==> src/rtl/sfcs_pkg.sv <==
package sfcs_pkg;

  localparam int unsigned ADDR_W       = 24;
  localparam int unsigned END_W        = ADDR_W + 1;
  localparam int unsigned STEP_W       = 6;
  localparam int unsigned POLL_W       = 16;
  localparam int unsigned SECTOR_BYTES = 4096;
  localparam int unsigned QUEUE_DEPTH  = 2;

  localparam logic [POLL_W-1:0] POLL_LIMIT_RST = 16'd1000;
  localparam logic [STEP_W-1:0] ERASE_LOOP     = 6'd18;

  localparam logic [7:0] CMD_RDSR = 8'h05;
  localparam logic [7:0] CMD_WREN = 8'h06;
  localparam logic [7:0] CMD_EWSR = 8'h50;
  localparam logic [7:0] CMD_WRSR = 8'h01;
  localparam logic [7:0] CMD_PROG = 8'h02;
  localparam logic [7:0] CMD_READ = 8'h03;
  localparam logic [7:0] CMD_SE   = 8'h20;
  localparam logic [7:0] CMD_RDID = 8'h90;

  typedef logic [STEP_W-1:0] step_t;

  typedef enum logic [2:0] {
    OP_RD_STATUS = 3'd0,
    OP_WR_STATUS = 3'd1,
    OP_RD_BYTE   = 3'd2,
    OP_PROG_BYTE = 3'd3,
    OP_ERASE     = 3'd4,
    OP_RD_ID     = 3'd5
  } op_e;

  typedef enum logic [3:0] {
    K_IDLE = 4'd0,
    K_WAIT = 4'd1,
    K_STAT = 4'd2,
    K_WREN = 4'd3,
    K_EWSR = 4'd4,
    K_WRSR = 4'd5,
    K_WRS0 = 4'd6,
    K_READ = 4'd7,
    K_PROG = 4'd8,
    K_SE   = 4'd9,
    K_RDID = 4'd10,
    K_END  = 4'd11,
    K_NEXT = 4'd12
  } step_kind_e;

  typedef enum logic [1:0] {
    EV_SEND    = 2'd0,
    EV_RELEASE = 2'd1,
    EV_FINISH  = 2'd2
  } event_e;

  typedef struct packed {
    event_e     ev;
    logic [7:0] tx;
    logic [7:0] rv;
    logic [7:0] sv;
    logic       to;
  } res_t;

  // One or two results caused by one input item.
  typedef struct packed {
    res_t r0;
    res_t r1;
    logic two;
  } grp_t;

  typedef struct packed {
    logic full;
    logic nonempty;
  } q_status_t;

  function automatic step_kind_e prog_kind(step_t step);
    step_kind_e k;
    case (step) inside
      6'd1:                                            k = K_STAT;
      6'd3, 6'd7, 6'd10, 6'd13, 6'd15, 6'd18,
      6'd20, 6'd23, 6'd24, 6'd27, 6'd29:               k = K_WAIT;
      6'd2, 6'd6, 6'd9, 6'd17, 6'd31:                  k = K_END;
      6'd4, 6'd11, 6'd21:                              k = K_EWSR;
      6'd5:                                            k = K_WRSR;
      6'd12, 6'd22:                                    k = K_WRS0;
      6'd14, 6'd19, 6'd25:                             k = K_WREN;
      6'd8:                                            k = K_READ;
      6'd16:                                           k = K_PROG;
      6'd26:                                           k = K_SE;
      6'd28:                                           k = K_NEXT;
      6'd30:                                           k = K_RDID;
      default:                                         k = K_IDLE;
    endcase
    return k;
  endfunction

  function automatic step_t op_start(logic [2:0] op);
    step_t s;
    unique case (op)
      OP_RD_STATUS: s = 6'd1;
      OP_WR_STATUS: s = 6'd3;
      OP_RD_BYTE:   s = 6'd7;
      OP_PROG_BYTE: s = 6'd10;
      OP_ERASE:     s = 6'd18;
      OP_RD_ID:     s = 6'd29;
      default:      s = '0;
    endcase
    return s;
  endfunction

  function automatic logic [3:0] frame_len(step_kind_e k);
    logic [3:0] n;
    case (k) inside
      K_WREN, K_EWSR: n = 4'd1;
      K_READ, K_PROG: n = 4'd5;
      K_SE:           n = 4'd4;
      K_RDID:         n = 4'd6;
      default:        n = 4'd2;
    endcase
    return n;
  endfunction

  function automatic logic [7:0] frame_byte(step_kind_e k, logic [2:0] i,
                                            logic [ADDR_W-1:0] addr, logic [7:0] data);
    logic [7:0] b;
    b = '0;
    if (i == 3'd0) begin
      case (k) inside
        K_WREN:         b = CMD_WREN;
        K_EWSR:         b = CMD_EWSR;
        K_WRSR, K_WRS0: b = CMD_WRSR;
        K_READ:         b = CMD_READ;
        K_PROG:         b = CMD_PROG;
        K_SE:           b = CMD_SE;
        K_RDID:         b = CMD_RDID;
        default:        b = CMD_RDSR;
      endcase
    end else if ((k == K_READ || k == K_PROG || k == K_SE) && i <= 3'd3) begin
      case (i)
        3'd1:    b = addr[23:16];
        3'd2:    b = addr[15:8];
        default: b = addr[7:0];
      endcase
    end else if ((k == K_PROG && i == 3'd4) || (k == K_WRSR && i == 3'd1)) begin
      b = data;
    end
    return b;
  endfunction

endpackage

==> src/rtl/sfcs_if.sv <==
interface sfcs_req_if import sfcs_pkg::*; ();
  logic              valid;
  logic              ready;
  logic              kind;
  logic [2:0]        operation;
  logic [ADDR_W-1:0] address;
  logic [END_W-1:0]  end_address;
  logic [7:0]        data_byte;
  logic [7:0]        rx_byte;

  modport source (output valid, kind, operation, address, end_address, data_byte, rx_byte,
                  input ready);
  modport sink   (input valid, kind, operation, address, end_address, data_byte, rx_byte,
                  output ready);
endinterface

interface sfcs_res_if;
  logic       valid;
  logic       ready;
  logic [1:0] event_res;
  logic [7:0] tx_byte;
  logic [7:0] read_value;
  logic [7:0] second_value;
  logic       timed_out;
  logic       last;

  modport source (output valid, event_res, tx_byte, read_value, second_value, timed_out, last,
                  input ready);
  modport sink   (input valid, event_res, tx_byte, read_value, second_value, timed_out, last,
                  output ready);
endinterface

interface sfcs_cfg_if import sfcs_pkg::*; ();
  logic              valid;
  logic              ready;
  logic [POLL_W-1:0] busy_poll_limit;

  modport source (output valid, busy_poll_limit, input ready);
  modport sink   (input valid, busy_poll_limit, output ready);
endinterface

==> src/rtl/sfcs_front.sv <==
module sfcs_front import sfcs_pkg::*; (
  input  logic       clk_i,
  input  logic       rst_ni,
  sfcs_req_if.sink   req_i,
  sfcs_cfg_if.sink   cfg_i,
  input  q_status_t  q_status_i,
  output logic       push_o,
  output grp_t       grp_o
);

  step_t             step_q, step_d;
  logic [ADDR_W-1:0] addr_q, addr_d;
  logic [END_W-1:0]  stop_q, stop_d;
  logic [7:0]        held_q, held_d;
  logic [POLL_W-1:0] poll_q, poll_d;
  logic [POLL_W-1:0] limit_q;
  logic [2:0]        fi_q, fi_d;
  logic [7:0]        cap0_q, cap0_d, cap1_q, cap1_d;

  step_kind_e        kind_cur, kind_nxt;
  logic [END_W-1:0]  nx;
  logic              accept, busy;
  step_t             step_inc;

  function automatic res_t send_res(logic [7:0] b);
    res_t r;
    r    = '0;
    r.ev = EV_SEND;
    r.tx = b;
    return r;
  endfunction

  function automatic res_t rel_res();
    res_t r;
    r    = '0;
    r.ev = EV_RELEASE;
    return r;
  endfunction

  function automatic res_t fin_res(logic [7:0] rv, logic [7:0] sv, logic to);
    res_t r;
    r    = '0;
    r.ev = EV_FINISH;
    r.rv = to ? 8'h00 : rv;
    r.sv = to ? 8'h00 : sv;
    r.to = to;
    return r;
  endfunction

  assign req_i.ready = !q_status_i.full;
  assign cfg_i.ready = 1'b1;
  assign accept      = req_i.valid && req_i.ready;
  assign step_inc    = step_q + 6'd1;
  assign kind_cur    = prog_kind(step_q);
  assign kind_nxt    = prog_kind(step_inc);
  assign nx          = {1'b0, addr_q} + END_W'(SECTOR_BYTES);

  always_comb begin
    step_d = step_q;
    addr_d = addr_q;
    stop_d = stop_q;
    held_d = held_q;
    poll_d = poll_q;
    fi_d   = fi_q;
    cap0_d = cap0_q;
    cap1_d = cap1_q;
    push_o = 1'b0;
    grp_o  = '0;
    busy   = 1'b0;
    if (accept) begin
      if (!req_i.kind) begin
        if (kind_cur == K_IDLE && req_i.operation <= OP_RD_ID) begin
          push_o = 1'b1;
          addr_d = req_i.address;
          stop_d = req_i.end_address;
          held_d = req_i.data_byte;
          cap0_d = '0;
          cap1_d = '0;
          poll_d = '0;
          fi_d   = '0;
          if (req_i.operation == OP_ERASE && {1'b0, req_i.address} >= req_i.end_address) begin
            step_d   = '0;
            grp_o.r0 = fin_res(8'h00, 8'h00, 1'b0);
          end else begin
            step_d   = op_start(req_i.operation);
            grp_o.r0 = send_res(frame_byte(prog_kind(op_start(req_i.operation)), 3'd0,
                                           req_i.address, req_i.data_byte));
          end
        end
      end else if (kind_cur != K_IDLE && kind_cur != K_END && kind_cur != K_NEXT) begin
        push_o = 1'b1;
        busy   = kind_cur == K_WAIT && fi_q == 3'd1 && req_i.rx_byte[0];
        if ((kind_cur == K_STAT && fi_q == 3'd1) ||
            ((kind_cur == K_READ || kind_cur == K_RDID) && fi_q == 3'd4)) begin
          cap0_d = req_i.rx_byte;
        end
        if (kind_cur == K_RDID && fi_q == 3'd5) begin
          cap1_d = req_i.rx_byte;
        end
        if (({1'b0, fi_q} + 4'd1) < frame_len(kind_cur)) begin
          fi_d     = fi_q + 3'd1;
          grp_o.r0 = send_res(frame_byte(kind_cur, fi_q + 3'd1, addr_q, held_q));
        end else begin
          grp_o.r0  = rel_res();
          grp_o.two = 1'b1;
          if (busy) begin
            if (poll_q >= limit_q) begin
              step_d   = '0;
              grp_o.r1 = fin_res(8'h00, 8'h00, 1'b1);
            end else begin
              poll_d   = poll_q + 16'd1;
              fi_d     = '0;
              grp_o.r1 = send_res(CMD_RDSR);
            end
          end else begin
            step_d = step_inc;
            unique case (kind_nxt)
              K_IDLE: begin
                grp_o.two = 1'b0;
              end
              K_END: begin
                step_d   = '0;
                grp_o.r1 = fin_res(cap0_d, cap1_d, 1'b0);
              end
              K_NEXT: begin
                if (nx < stop_q && !nx[END_W-1]) begin
                  addr_d   = nx[ADDR_W-1:0];
                  step_d   = ERASE_LOOP;
                  poll_d   = '0;
                  fi_d     = '0;
                  grp_o.r1 = send_res(frame_byte(prog_kind(ERASE_LOOP), 3'd0,
                                                 nx[ADDR_W-1:0], held_q));
                end else begin
                  step_d   = '0;
                  grp_o.r1 = fin_res(cap0_d, cap1_d, 1'b0);
                end
              end
              default: begin
                if (kind_nxt == K_WAIT) begin
                  poll_d = '0;
                end
                fi_d     = '0;
                grp_o.r1 = send_res(frame_byte(kind_nxt, 3'd0, addr_q, held_q));
              end
            endcase
          end
        end
      end
    end
  end

  always_ff @(posedge clk_i or negedge rst_ni) begin
    if (!rst_ni) begin
      step_q  <= '0;
      addr_q  <= '0;
      stop_q  <= '0;
      held_q  <= '0;
      poll_q  <= '0;
      fi_q    <= '0;
      cap0_q  <= '0;
      cap1_q  <= '0;
      limit_q <= POLL_LIMIT_RST;
    end else begin
      step_q <= step_d;
      addr_q <= addr_d;
      stop_q <= stop_d;
      held_q <= held_d;
      poll_q <= poll_d;
      fi_q   <= fi_d;
      cap0_q <= cap0_d;
      cap1_q <= cap1_d;
      if (cfg_i.valid && cfg_i.ready) begin
        limit_q <= cfg_i.busy_poll_limit;
      end
    end
  end

endmodule

==> src/rtl/sfcs_queue.sv <==
module sfcs_queue import sfcs_pkg::*; (
  input  logic      clk_i,
  input  logic      rst_ni,
  input  logic      push_i,
  input  grp_t      grp_i,
  input  logic      pop_i,
  output grp_t      head_o,
  output q_status_t status_o
);

  localparam int unsigned PTR_W = (QUEUE_DEPTH > 1) ? $clog2(QUEUE_DEPTH) : 1;
  localparam int unsigned CNT_W = $clog2(QUEUE_DEPTH + 1);

  grp_t             mem_q [QUEUE_DEPTH];
  logic [PTR_W-1:0] wr_ptr_q, wr_ptr_d, rd_ptr_q, rd_ptr_d;
  logic [CNT_W-1:0] cnt_q, cnt_d;

  function automatic logic [PTR_W-1:0] ptr_inc(logic [PTR_W-1:0] p);
    logic [PTR_W-1:0] n;
    n = (p == PTR_W'(QUEUE_DEPTH - 1)) ? '0 : p + PTR_W'(1);
    return n;
  endfunction

  assign status_o.full     = cnt_q == CNT_W'(QUEUE_DEPTH);
  assign status_o.nonempty = cnt_q != '0;
  assign head_o            = mem_q[rd_ptr_q];

  always_comb begin
    wr_ptr_d = push_i ? ptr_inc(wr_ptr_q) : wr_ptr_q;
    rd_ptr_d = pop_i  ? ptr_inc(rd_ptr_q) : rd_ptr_q;
    cnt_d    = cnt_q;
    if (push_i && !pop_i) begin
      cnt_d = cnt_q + CNT_W'(1);
    end else if (pop_i && !push_i) begin
      cnt_d = cnt_q - CNT_W'(1);
    end
  end

  always_ff @(posedge clk_i or negedge rst_ni) begin
    if (!rst_ni) begin
      wr_ptr_q <= '0;
      rd_ptr_q <= '0;
      cnt_q    <= '0;
    end else begin
      wr_ptr_q <= wr_ptr_d;
      rd_ptr_q <= rd_ptr_d;
      cnt_q    <= cnt_d;
    end
  end

  always_ff @(posedge clk_i) begin
    if (push_i) begin
      mem_q[wr_ptr_q] <= grp_i;
    end
  end

endmodule

==> src/rtl/sfcs_back.sv <==
module sfcs_back import sfcs_pkg::*; (
  input  logic       clk_i,
  input  logic       rst_ni,
  input  grp_t       head_i,
  input  q_status_t  q_status_i,
  output logic       pop_o,
  sfcs_res_if.source res_o
);

  logic idx_q, idx_d;
  logic fire, is_last;
  res_t sel;

  assign sel     = idx_q ? head_i.r1 : head_i.r0;
  assign is_last = idx_q || !head_i.two;
  assign fire    = res_o.valid && res_o.ready;
  assign pop_o   = fire && is_last;

  assign res_o.valid        = q_status_i.nonempty;
  assign res_o.event_res    = sel.ev;
  assign res_o.tx_byte      = sel.tx;
  assign res_o.read_value   = sel.rv;
  assign res_o.second_value = sel.sv;
  assign res_o.timed_out    = sel.to;
  assign res_o.last         = is_last;

  always_comb begin
    idx_d = idx_q;
    if (fire) begin
      idx_d = !is_last;
    end
  end

  always_ff @(posedge clk_i or negedge rst_ni) begin
    if (!rst_ni) begin
      idx_q <= 1'b0;
    end else begin
      idx_q <= idx_d;
    end
  end

endmodule

==> src/rtl/spi_flash_command_sequencer_top.sv <==
// SPI NOR flash command sequencer.
// req_i takes either a new request (kind 0) or the byte returned by the
// last SPI transfer (kind 1); each returned byte advances the sequence by
// one step. res_o gives, per input, zero to two results: send a byte with
// select low, release select, or operation finished; last marks the final
// result of an input. cfg_i writes busy_poll_limit at any transfer.
// Results of an input are registered in the queue and reach res_o from
// there. Throughput: one input per cycle while req_i is ready; results
// leave at one per cycle while the receiver is ready. The rate
// is set by the single result port draining a two-entry queue of result
// groups that sits between the sequencer and the output.
// Reset: the sequencer is idle, busy_poll_limit is 1000, the queue is empty.
// When the receiver stalls, results wait in the queue; once it holds two
// groups req_i drops ready until a group has left.
module spi_flash_command_sequencer_top import sfcs_pkg::*; (
  input  logic       clk_i,
  input  logic       rst_ni,
  sfcs_req_if.sink   req_i,
  sfcs_cfg_if.sink   cfg_i,
  sfcs_res_if.source res_o
);

  logic      push, pop;
  grp_t      grp, head;
  q_status_t q_status;

  sfcs_front u_front (
    .clk_i      (clk_i),
    .rst_ni     (rst_ni),
    .req_i      (req_i),
    .cfg_i      (cfg_i),
    .q_status_i (q_status),
    .push_o     (push),
    .grp_o      (grp)
  );

  sfcs_queue u_queue (
    .clk_i    (clk_i),
    .rst_ni   (rst_ni),
    .push_i   (push),
    .grp_i    (grp),
    .pop_i    (pop),
    .head_o   (head),
    .status_o (q_status)
  );

  sfcs_back u_back (
    .clk_i      (clk_i),
    .rst_ni     (rst_ni),
    .head_i     (head),
    .q_status_i (q_status),
    .pop_o      (pop),
    .res_o      (res_o)
  );

endmodule

==> src/flat_wrapper.sv <==
// flat-port wrapper written by rule: the top's interface ports become plain ports
module spi_flash_command_sequencer_top_flat import sfcs_pkg::*;
  (clk_i, rst_ni, req_i_valid, req_i_kind, req_i_operation, req_i_address, req_i_end_address, req_i_data_byte, req_i_rx_byte, req_i_ready, cfg_i_valid, cfg_i_busy_poll_limit, cfg_i_ready, res_o_valid, res_o_event_res, res_o_tx_byte, res_o_read_value, res_o_second_value, res_o_timed_out, res_o_last, res_o_ready);
  sfcs_req_if req_i_i ();
  sfcs_cfg_if cfg_i_i ();
  sfcs_res_if res_o_i ();
  input  logic clk_i;
  input  logic rst_ni;
  input wire logic [$bits(req_i_i.valid)-1:0] req_i_valid;
  input wire logic [$bits(req_i_i.kind)-1:0] req_i_kind;
  input wire logic [$bits(req_i_i.operation)-1:0] req_i_operation;
  input wire logic [$bits(req_i_i.address)-1:0] req_i_address;
  input wire logic [$bits(req_i_i.end_address)-1:0] req_i_end_address;
  input wire logic [$bits(req_i_i.data_byte)-1:0] req_i_data_byte;
  input wire logic [$bits(req_i_i.rx_byte)-1:0] req_i_rx_byte;
  output wire logic [$bits(req_i_i.ready)-1:0] req_i_ready;
  input wire logic [$bits(cfg_i_i.valid)-1:0] cfg_i_valid;
  input wire logic [$bits(cfg_i_i.busy_poll_limit)-1:0] cfg_i_busy_poll_limit;
  output wire logic [$bits(cfg_i_i.ready)-1:0] cfg_i_ready;
  output wire logic [$bits(res_o_i.valid)-1:0] res_o_valid;
  output wire logic [$bits(res_o_i.event_res)-1:0] res_o_event_res;
  output wire logic [$bits(res_o_i.tx_byte)-1:0] res_o_tx_byte;
  output wire logic [$bits(res_o_i.read_value)-1:0] res_o_read_value;
  output wire logic [$bits(res_o_i.second_value)-1:0] res_o_second_value;
  output wire logic [$bits(res_o_i.timed_out)-1:0] res_o_timed_out;
  output wire logic [$bits(res_o_i.last)-1:0] res_o_last;
  input wire logic [$bits(res_o_i.ready)-1:0] res_o_ready;
  assign req_i_i.valid = req_i_valid;
  assign req_i_i.kind = req_i_kind;
  assign req_i_i.operation = req_i_operation;
  assign req_i_i.address = req_i_address;
  assign req_i_i.end_address = req_i_end_address;
  assign req_i_i.data_byte = req_i_data_byte;
  assign req_i_i.rx_byte = req_i_rx_byte;
  assign req_i_ready = req_i_i.ready;
  assign cfg_i_i.valid = cfg_i_valid;
  assign cfg_i_i.busy_poll_limit = cfg_i_busy_poll_limit;
  assign cfg_i_ready = cfg_i_i.ready;
  assign res_o_valid = res_o_i.valid;
  assign res_o_event_res = res_o_i.event_res;
  assign res_o_tx_byte = res_o_i.tx_byte;
  assign res_o_read_value = res_o_i.read_value;
  assign res_o_second_value = res_o_i.second_value;
  assign res_o_timed_out = res_o_i.timed_out;
  assign res_o_last = res_o_i.last;
  assign res_o_i.ready = res_o_ready;
  spi_flash_command_sequencer_top u_core (.clk_i(clk_i), .rst_ni(rst_ni), .req_i(req_i_i), .cfg_i(cfg_i_i), .res_o(res_o_i));
endmodule
==> config.mk <==
export PLATFORM = sky130hd
export DESIGN_NAME = spi_flash_command_sequencer_top_flat
export DESIGN_NICKNAME = d
export VERILOG_FILES = /design/src/rtl/sfcs_pkg.sv /design/src/rtl/sfcs_if.sv /design/src/rtl/sfcs_front.sv /design/src/rtl/sfcs_queue.sv /design/src/rtl/sfcs_back.sv /design/src/rtl/spi_flash_command_sequencer_top.sv /design/src/flat_wrapper.sv
export SDC_FILE = /design/constraint.sdc
export NUM_CORES = 1
export LEC_CHECK = 0
export BUFFER_PORTS_ARGS = -buffer_cell sky130_fd_sc_hd__buf_2
export CAP_MARGIN = 20
export CORE_MARGIN = 4
export CORE_UTILIZATION = 45
export CTS_CLUSTER_DIAMETER = 30
export DETAILED_ROUTE_END_ITERATION = 16
export GPL_TIMING_DRIVEN = 0
export SYNTH_ARGS = -nofsm -noshare
export SYNTH_HDL_FRONTEND = slang
export SYNTH_SLANG_ARGS = --single-unit
==> constraint.sdc <==
create_clock -name clk_i -period 14.2 [get_ports clk_i]
set_input_delay 2.13 -clock clk_i [delete_from_list [all_inputs] [get_ports clk_i]]
set_output_delay 2.13 -clock clk_i [all_outputs]
set_load 0.01 [all_outputs]
==> flow_summary.ini <==
[worst_setup_path]
endpoint_kind = flop
path_cells = buf_2 > inv_1 > ha_1 > clkbuf_1 > nand2_1 > a21boi_1 > a211oi_1 > or3_1 > o21ai_0 > nand4_1 > and2_1 > ha_1 > o21ai_0 > and2_1 > a31oi_1 > o21a_1 > clkbuf_1 > and2_0 > clkbuf_1 > clkbuf_1 > mux2i_1 > a21oi_1
slowest_delay_ns = 0.48
required_ns = 14.50
startpoint_type = flop
critPathMaxFanout = 10
worstSetupPathType = reg -> reg
critical_path_arrival_ns = 6.08
cp_slowest_cell = dfrtp_1
crit_path_frequent_cell = clkbuf_1

[timing]
worstMarginPinSlew_ns = 1.02
clock.fmax_mhz = 173
rsz0062_at_grt = false
min_period_ns = 5.78
fin_setup_tns_ns = 0
finalCritPeriodShare = 0.407
relSlewSlack = 0.313
hold_viol_final = 0
setup_violations = 0
maxSlewViolCount = 0
fin_skew_ns = 0.0156

[placed_design]
place_congestion = 0.945
io_buffers = 118
dpl.hpwl_um = 25600

[global_route]
globalRouteOverflowTotal = 0
grt_pass1_vias = 9995
grt_max_degree = 95
grt_usage = 0.222
antenna_found_initial = 0
grt_pass1_wl_um = 54000

[synth]
synth_top_cell_by_area = dfrtp_1
synth_fa_ha_area_frac = 0.0829
synthMuxAreaShare = 0.0612
synth_edf_count = 72
synth-xor-area-share = 0.0197
synth-seq-cells = 191
synth-simple-area-share = 0.186
syn_avg_cell_area_um2 = 9.34
synth_nets = 1481
synth_top_family_by_area = simple AND/OR/NAND/NOR gates
syn_inst = 1310
synth_ff_type = dfrtp_1
synth_top_area_share = 0.231
netlist_area_um2 = 12200
synth_compound_area_frac = 0.176
synth-warning-count = 0
synth_area_leaders = dfrtp_1, edfxtp_1, ha_1, nand2_1, mux2i_1
seq_area_frac_synth = 0.421
async_flop_share = 0.623
synth.distinct_cells = 85

[route]
vias_per_cell = 5.72
routedLengthMet1_um = 15600
routed.top_layer = met4
wl_met3_um = 1800
wl_per_cell_um = 18.7
via_count = 10314
drc = 0
met2_length_um = 15700
drt_wl_total_um = 33600
ant_nets = 0
drtPass1Iterations = 6
drtIter0Drc = 824

[hold_path]
holdCritPathClass = reg -> reg

[clock_tree]
clk_latency_ns = 0.44
cts.path.max_buffers = 2
clkSinkCount = 191
ctsHoldBuffers = 0
cts_root_buf = clkbuf_16
h-tree-depth = 4
numCtsBuffers = 17
clk_pin_slew_worst_paths_ns = 0.09
cts_resized = 0
cts_tree = yes
post_cts_buffers = 0

[final_layout]
antennaDiodeCount = 0
nNetsFinal = 1620
syn_to_final_growth_pct = 14.0
final_util = 0.519
final_layout_size_suffix_gt1_frac = 0.146

[pwr]
irDropWorstVdd_uv = 114
p_int_mw = 1.51
p_sw_mw = 1.26
power_density_nw_per_um2 = 199
sequentialPowerShare = 0.295
leakage_nw = 6.30
p_comb_frac = 0.520
netSwitchingFraction = 0.454
p_clk_frac = 0.185

[floorplanning]
die_h_um = 173
die-area_um2 = 29900
die_w_um = 173
rows = 60
core-area_um2 = 26900
initial_core_util = 0.455
ioPinCount = 121

[outcome]
outcome = complete, no violations

[run]
drv_cap = 0
[cell usage in the layout, fill, tap and decap left out, types with 31 or more instances in the layout]
master	instances
dfrtp_1	113
clkbuf_1	50
nand3_1	31
buf_2	128
o21ai_0	86
ha_1	81
a21oi_1	60
mux2i_1	50
nand2_1	184
edfxtp_1	72
inv_1	90
nor2_1	67
[cell usage after synthesis, drive strengths merged (5+ instances only)]
cell type    n
a22o        12
and3        26
nand2b      15
a21oi       61
ha          81
o21a         6
a221oi       8
and2        11
or2          6
a22oi       11
dfstp        6
buf         20
nor3        25
a32oi        6
nor2b       27
mux2         6
inv         91
dfrtp      113
nand4       16
and4         6
xor2        12
a31oi        6
edfxtp      72
a21boi       8
xnor2       13
mux2i       50
a21o        19
o21ai       88
o31ai       14
clkbuf      50
or4          8
mux4         8
nand2      184
nand3b       5
nand3       32
nor2        68
a211oi      18
o22ai       20
or3         17
[power by group through the flow]
stage	sequential, mW	combinational [mW]	clock, mW
after floorplan	0.806	1.02	0
after global placement	0.827	1.40	0
after detailed placement	0.830	1.43	0
after CTS	0.819	1.43	0.522
after global routing	0.835	1.61	0.545
final	0.819	1.44	0.512
[layout make-up]
cell class / instances / area (µm²)
multi-input combinational: 957 / 6450
clock inverter: 15 / 203
clock buffer: 17 / 425
sequential: 191 / 5150
buffer: 70 / 299
timing repair buffer: 120 / 652
tap: 341 / 427
fill: 2470 / 12900
inverter: 92 / 345
[path summary, 6_finish.rpt]
path / from / endpoint / slack (ns) / cells after the start
worst max-delay path: u_core.u_front.step_q[0] / u_core.u_front.addr_q[15] / 8.42 / 22
worst min-delay path: u_core.u_front.stop_q[0] / u_core.u_front.stop_q[0] / 0.48 / 2
worst max register to register: u_core.u_front.step_q[0] / u_core.u_front.addr_q[15] / 8.42 / 22
worst min register to register: u_core.u_front.stop_q[0] / u_core.u_front.stop_q[0] / 0.48 / 2
max in group asynchronous: rst_ni / u_core.u_front.addr_q[12] / 11.86 / 2
min in group asynchronous: rst_ni / u_core.u_queue.rd_ptr_q / 1.56 / 1
[routing by layer]
| layer | track usage | up-vias |
|---|---|---|
| met4 | 0.0589 | 0 |
| met2 | 0.360 | 293 |
| met1 | 0.315 | 4951 |
| met5 | 0 | - |
| li1 | - | 5034 |
| met3 | 0.0321 | 36 |
[sequential cells by signal, indices dropped and copies added (netlist names)]
register / count
u_core.u_front.step_q: 6
u_core.u_queue.rd_ptr_q: 1
u_core.u_front.held_q: 8
u_core.u_back.idx_q: 1
u_core.u_queue.cnt_q: 2
u_core.u_front.cap0_q: 8
u_core.u_queue.mem_q: 72
u_core.u_front.cap1_q: 8
u_core.u_front.limit_q: 16
u_core.u_queue.wr_ptr_q: 1
u_core.u_front.poll_q: 16
u_core.u_front.addr_q: 24
u_core.u_front.fi_q: 3
u_core.u_front.stop_q: 25
[cells by family (layout without fill, tap and decap cells)]
logic type / after synthesis / after routing
AND/OR/NAND/NOR: 462 / 462
AO/OA/AOI/OAI: 324 / 324
flip-flops: 191 / 191
buffers and inverters: 162 / 314
adder cells (fa/ha/maj): 81 / 81
multiplexers: 64 / 64
XOR/XNOR: 25 / 25
other: 1 / 1
[worst max-delay path: cells and delay by family, from the launching register on]
family                     cells  cell delay, ns
buffers and inverters          6            1.83
and+or+nand+nor                6            1.30
AOI/OAI and AO/OA              7            1.14
adders and majority gates      2            0.64
DFF                            1            0.48
muxes                          1            0.25
[metrics by stage]
step	hold WS [ns]	cell area, µm²	instances	total power, mW	setup slack (ns)
floorplan	0.446	12200	1310	1.83	9.43
global placement	0.459	13200	1769	2.23	7.88
detailed placement	0.463	13300	1771	2.26	8.56
CTS	0.485	13900	1803	2.77	8.56
global route	0.496	13900	1803	2.99	7.95
finish	0.478	13900	1803	2.77	8.42
Note: power is estimated with default switching activity, not from simulation.
